## src/tctb_pkg.sv

```systemverilog
// ----------------------------------------------------------------------------
// tctb_pkg
// Shared types and constants of the character-cell terminal buffer: the
// request and response payloads, command and control byte codes, register
// indexes, and the command/status bundles between controller and datapath.
// ----------------------------------------------------------------------------
`default_nettype none

package tctb_pkg;

   localparam logic [1:0] CMD_PUT   = 2'd0;
   localparam logic [1:0] CMD_CLEAR = 2'd1;
   localparam logic [1:0] CMD_READ  = 2'd2;

   localparam logic [7:0] CH_BACKSPACE = 8'd8;
   localparam logic [7:0] CH_TAB       = 8'd9;
   localparam logic [7:0] CH_NEWLINE   = 8'd10;
   localparam logic [7:0] CH_RETURN    = 8'd13;
   localparam logic [7:0] CH_SPACE     = 8'd32;
   localparam logic [7:0] CH_NUL       = 8'd0;

   localparam logic [8:0] TAB_STEP = 9'd4;

   localparam logic CSR_COLUMNS = 1'b0;
   localparam logic CSR_ROWS    = 1'b1;

   localparam logic [7:0] COLUMNS_RESET = 8'd80;
   localparam logic [5:0] ROWS_RESET    = 6'd25;

   typedef struct packed {
      logic [1:0] cmd;
      logic [7:0] char_code;
      logic [4:0] read_row;
      logic [6:0] read_col;
   } req_type;

   typedef struct packed {
      logic [7:0] cell_char;
      logic [4:0] cursor_row_now;
      logic [7:0] cursor_col_now;
   } rsp_type;

   typedef struct packed {
      logic load_req;
      logic exec;
      logic copy_step;
      logic fill_step;
      logic put_write;
      logic capture_cell;
      logic load_rsp;
   } ctl_cmd_type;

   typedef struct packed {
      logic is_read;
      logic is_clear;
      logic tab_fill;
      logic need_scroll;
      logic scroll_copy;
      logic wrap_put;
      logic walk_last;
   } dp_status_type;

endpackage

`default_nettype wire

```

## src/tctb_ctrl.sv

```systemverilog
// ----------------------------------------------------------------------------
// tctb_ctrl
// Sequencer of the terminal buffer: accepts requests, steps the datapath
// through the cell walks of a command and hands over the response.
// ----------------------------------------------------------------------------
`default_nettype none

module tctb_ctrl (
   input  wire logic                   clock,
   input  wire logic                   reset,
   input  wire logic                   req_valid,
   output logic                        req_stall,
   output logic                        rsp_valid,
   input  wire logic                   rsp_stall,
   input  wire tctb_pkg::dp_status_type status,
   output tctb_pkg::ctl_cmd_type       cmd
);
   import tctb_pkg::*;

   typedef enum logic [7:0] {
      ST_INIT = 8'b0000_0001,
      ST_IDLE = 8'b0000_0010,
      ST_EXEC = 8'b0000_0100,
      ST_COPY = 8'b0000_1000,
      ST_FILL = 8'b0001_0000,
      ST_PUT  = 8'b0010_0000,
      ST_READ = 8'b0100_0000,
      ST_DONE = 8'b1000_0000
   } state_type;

   state_type state_ff, state_in;
   logic      pend_put_ff, pend_put_in;
   logic      rsp_valid_ff, rsp_valid_in;
   logic      rsp_free;

   assign rsp_valid = rsp_valid_ff;
   assign rsp_free  = !rsp_valid_ff || !rsp_stall;

   always_comb begin
      state_in     = state_ff;
      pend_put_in  = pend_put_ff;
      rsp_valid_in = rsp_valid_ff && rsp_stall;
      cmd          = '0;
      req_stall    = 1'b1;
      case (state_ff)
         ST_INIT: begin
            cmd.fill_step = 1'b1;
            if (status.walk_last) begin
               state_in = ST_IDLE;
            end
         end
         ST_IDLE: begin
            req_stall = 1'b0;
            if (req_valid) begin
               cmd.load_req = 1'b1;
               state_in     = ST_EXEC;
            end
         end
         ST_EXEC: begin
            cmd.exec    = 1'b1;
            pend_put_in = status.wrap_put;
            if (status.is_read) begin
               state_in = ST_READ;
            end else if (status.is_clear || status.tab_fill) begin
               state_in = ST_FILL;
            end else if (status.need_scroll) begin
               state_in = status.scroll_copy ? ST_COPY : ST_FILL;
            end else if (status.wrap_put) begin
               state_in = ST_PUT;
            end else begin
               state_in = ST_DONE;
            end
         end
         ST_COPY: begin
            cmd.copy_step = 1'b1;
            if (status.walk_last) begin
               state_in = ST_FILL;
            end
         end
         ST_FILL: begin
            cmd.fill_step = 1'b1;
            if (status.walk_last) begin
               state_in = pend_put_ff ? ST_PUT : ST_DONE;
            end
         end
         ST_PUT: begin
            cmd.put_write = 1'b1;
            state_in      = ST_DONE;
         end
         ST_READ: begin
            cmd.capture_cell = 1'b1;
            state_in         = ST_DONE;
         end
         ST_DONE: begin
            if (rsp_free) begin
               cmd.load_rsp = 1'b1;
               rsp_valid_in = 1'b1;
               req_stall    = 1'b0;
               if (req_valid) begin
                  cmd.load_req = 1'b1;
                  state_in     = ST_EXEC;
               end else begin
                  state_in = ST_IDLE;
               end
            end
         end
         default: begin
            state_in = ST_IDLE;
         end
      endcase
   end

   always_ff @(posedge clock) begin
      if (reset) begin
         state_ff     <= ST_INIT;
         pend_put_ff  <= 1'b0;
         rsp_valid_ff <= 1'b0;
      end else begin
         state_ff     <= state_in;
         pend_put_ff  <= pend_put_in;
         rsp_valid_ff <= rsp_valid_in;
      end
   end

endmodule

`default_nettype wire

```

## config.mk

```make
export PLATFORM = sky130hd
export DESIGN_NAME = tctb_ctrl
export DESIGN_NICKNAME = d
export VERILOG_FILES = /design/src/tctb_pkg.sv /design/src/tctb_ctrl.sv
export SDC_FILE = /design/constraint.sdc
export NUM_CORES = 1
export LEC_CHECK = 0
export ABC_CLOCK_PERIOD_IN_PS = 4820
export BUFFER_PORTS_ARGS = -buffer_cell sky130_fd_sc_hd__buf_4
export CORE_MARGIN = 1
export CORE_UTILIZATION = 37
export CTS_CLUSTER_DIAMETER = 120
export DETAILED_ROUTE_END_ITERATION = 10
export HOLD_SLACK_MARGIN = 0.03
export PLACE_DENSITY = 0.73
export SETUP_SLACK_MARGIN = 0.2
export SYNTH_ARGS = -nofsm -noshare
export SYNTH_HDL_FRONTEND = slang
export SYNTH_SLANG_ARGS = --single-unit
```

## constraint.sdc

```tcl
create_clock -name clock -period 4.82 [get_ports clock]
set_clock_uncertainty 0.05 [all_clocks]
set_input_delay 0.482 -clock clock [delete_from_list [all_inputs] [get_ports clock]]
set_output_delay 0.482 -clock clock [all_outputs]
set_load 0.1 [all_outputs]
```

After elaboration in Yosys (flattened, before gate mapping)
Cells that the tools add are included.

storage, ports and cells
  output and inout port bits = 9
  word-level logic and storage cells = 51
  register bits = 10

cells by class
  reduce and logical (&&, ||, !) cells = 8
  eq/ne operators = 13
  multiplexer cells = 27

operators with widths
  operator            count
  $mux 8              10
  $pmux 8 s7          1
  $mux 1              12
  $ne 2x2->1 const B  5
  $eq 8x1->1 const B  1
  $eq 8x2->1 const B  1
  $eq 8x3->1 const B  1
  $eq 8x4->1 const B  1
  $eq 8x5->1 const B  1
  $eq 8x6->1 const B  1
  $eq 8x7->1 const B  1
  $eq 8x8->1 const B  1
  $mux 5              1
  $reduce_and 5->1    1
  $pmux 1 s2          2
  $reduce_or 2->1     2
  $mux 3              1
  $logic_not 1->1     2
  $logic_or 1x1->1    2
  $logic_and 1x1->1   1

Logic depth before layout (Yosys ltp)
  word-level depth = 5
  gate-level depth with buffers = 5
  gate-level depth less buffers = 5

Worst setup path after synthesis
OpenSTA, ideal clock, no wires.

  kind = register to output
  start point = reg state_ff[6]
  end point = out cmd[6] in the netlist's numbering
  data arrival time = 5099 ps
  path buffers = 0
  data required time = 4288 ps
  stages on the path, launching flop included = 6
  path slack = -811 ps
  cells stage by stage = dfxtp_1 > nor4b_1 > nand2_1 > a21oi_1 > nor2_1 > nor2b_1

RTL lines
  what                      line              text
  start: declaration        tctb_ctrl.sv:31   state_type state_ff, state_in;
  start signal: assignment  tctb_ctrl.sv:119  state_ff <= state_in;
  end: declaration          tctb_ctrl.sv:16   output tctb_pkg::ctl_cmd_type cmd

==> impl_metrics.ini <==
[run_status]
outcome = complete, no violations

[routing]
drtIter0Drc = 20
totalWireLength_mm = 1.53
first_pass_iters = 4
routed_via_density = 6.07
wl_per_cell_um = 13.9
drc_errors = 0
num_vias = 668
antenna_left = 0

[placed_design]
gp_congestion = 0.872
io_buffers = 19
hpwlAfterDp_mm = 1.22
dp_slack_ns = 2.62

[clocking]
cts_resized = 0
root_buffer = clkbuf_4
cts.sinks = 10
cts_tree = yes
hold_buffers = 0
htreeDepth = 1
clkTransAtPathRegs_ns = 0.06
numCtsBuffers = 3
post_cts_buffers = 0
cts_buffer_depth = 2
clk_latency_ns = 0.27

[sta]
worst_slack_ns = 2.36
post-route-min-period_ns = 2.46
finalSetupViolCount = 0
hold_viol_final = 0
max_freq_mhz = 406
worst-slew-pin-transition_ns = 0.654
period_share_pct = 51.1
maxSlewHeadroom_pct = 56.0
slew_violations = 0
tns_ns = 0
grt_setup_unrepaired = no

[worst_hold_path]
min-delay-start = reset
hp-class = input pin to flip-flop

[yosys]
synthTopCellsByCount = dfxtp_1, nor2_1, nand3_1
ys_ff_latch = 10
async_reset_ff_share_pct = 0
ys_seq_area_share_pct = 31.9
synth_most_common_cell = dfxtp_1
synth_edf_count = 0
synth_cell_types = 32
netlist_top_cells_area = dfxtp_1, nand4b_1, nor2_1
avgSynthCellArea_um2 = 8.72
synthDominantCellAreaShare_pct = 31.9
synth_top_area_cell = dfxtp_1
syn-num-nets = 83
yosys_warnings = 0
synth_area_um2 = 628
synth_ff_type = dfxtp_1
postSynthCellCount = 72

[setup_path]
path_class = flip-flop to primary output
max_stage_delay_ns = 0.48
startpoint = state_ff[3]
cp-end-kind = primary output
crit_path_max_fanout = 6
critPathLaunchType = flip-flop
worstPathArrival_ns = 1.93
cp_slowest_cell = nor4_4
worstPathCellList = nor4_4, nand2_1, a21oi_4, nor2_1, nor2b_1, buf_4
r2r_start = state_ff[5]
cp.required_ns = 4.29

[floorplanning]
num_rows = 14
fp.coreArea_mm2 = 0.00154
die_w_um = 43.2
start_util_pct = 40.7
die-area_mm2 = 0.00187
die_h_um = 43.2
pin_count = 20

[final_layout]
final_net_count = 107
fill_cells = 144
layout-drive-gt1-share_pct = 31.9
diodes = 0
synthToLayoutAreaGrowth_pct = 31.3

[power]
combPwrFrac_pct = 26.5
power_mw = 0.197
p_clk_share_pct = 28.4
switching_share_pct = 33.3
leakage_nw = 0.358
p_per_area_mw_per_mm2 = 239
ir_drop_mv = 0.166
p_seq_share_pct = 45.1
internal_power_mw = 0.132
switchingPower_mw = 0.0658

[global_routing]
grt_pass1_wl_mm = 2.48
overflow = 0
grt_use_total_pct = 17.6
grt_max_degree = 9
antenna_found_initial = 0
grt_pass1_vias = 598

[job]
drv_cap = 0
logic make-up after synthesis:
| group | after synthesis | synth area share, % |
|---|---|---|
| and+or+nand+nor | 46 | 50.4 |
| DFF | 10 | 31.9 |
| buffers and inverters | 2 | 1.39 |
| AOI/OAI and AO/OA | 10 | 10.4 |
| muxes | 2 | 3.19 |
| xor gates and xnor gates | 2 | 2.79 |
cells in the final DEF (no fill, tap or decap), types with 2 or more instances in the layout:
master / n
nand3_1: 5
nand2_1: 3
dfxtp_1: 10
nor4_1: 3
nand4_1: 4
nor3_1: 3
buf_4: 19
mux2i_1: 2
xor2_1: 2
a21oi_1: 3
nand4b_1: 4
a31oi_1: 2
nor2_1: 8
clkbuf_4: 3
nor2b_1: 3
flip-flops by register name, summed over array words and instances (netlist names):
signal and cells:
pend_put_ff 1, rsp_valid 1, state_ff 8
worst max-delay path, delay by kind of cell (launching register included):
family | cells | cell delay (ns)
AO/OA/AOI/OAI | 1 | 0.15
buffers and inverters | 1 | 0.29
flip-flops | 1 | 0.39
AND/OR/NAND/NOR | 4 | 0.83
layout make-up:
type,instances,area (um^2),area share [%]
flip-flops and latches,10,200,24.3
well taps,16,20.0,2.43
multi-input cells,60,430,52.2
repair buffers,19,143,17.3
inverters,2,8.76,1.06
clock buffers,3,22.5,2.73
routing by layer:
layer  vias to the layer above  wire, um  track usage (%)
li1                        329         -                -
met1                       302       677             23.6
met2                        33       709             27.5
met3                         4       110             2.98
met4                         0        34             7.88
met5                         -         0                0
through the flow:
stage	instances	hold slack [ns]	util [%]	instance area, um^2
after floorplan	72	0.409	-	639
after global placement	107	0.444	52.0	802
after detailed placement	107	0.432	52.0	802
after CTS	110	0.383	53.5	825
after global routing	110	0.390	53.5	825
final	110	0.383	53.5	825
final timing paths:
path	end	depth (start not counted)	slack, ns
worst min register to register	state_ff[5]	2	0.46
worst min-delay path	pend_put_ff	2	0.38
worst max-delay path	cmd[6]	6	2.36
worst max register to register	state_ff[4]	5	3.05
power groups by stage:
stage	Clock (mW)	Combinational, mW	Sequential (mW)
after global placement	0	0.0522	0.0906
after detailed placement	0	0.0523	0.0907
after floorplan	0	0.0362	0.0896
after global routing	0.0615	0.0555	0.0892
final	0.0560	0.0524	0.0890
after CTS	0.0569	0.0523	0.0889
Power figures use the tool's default switching activity.
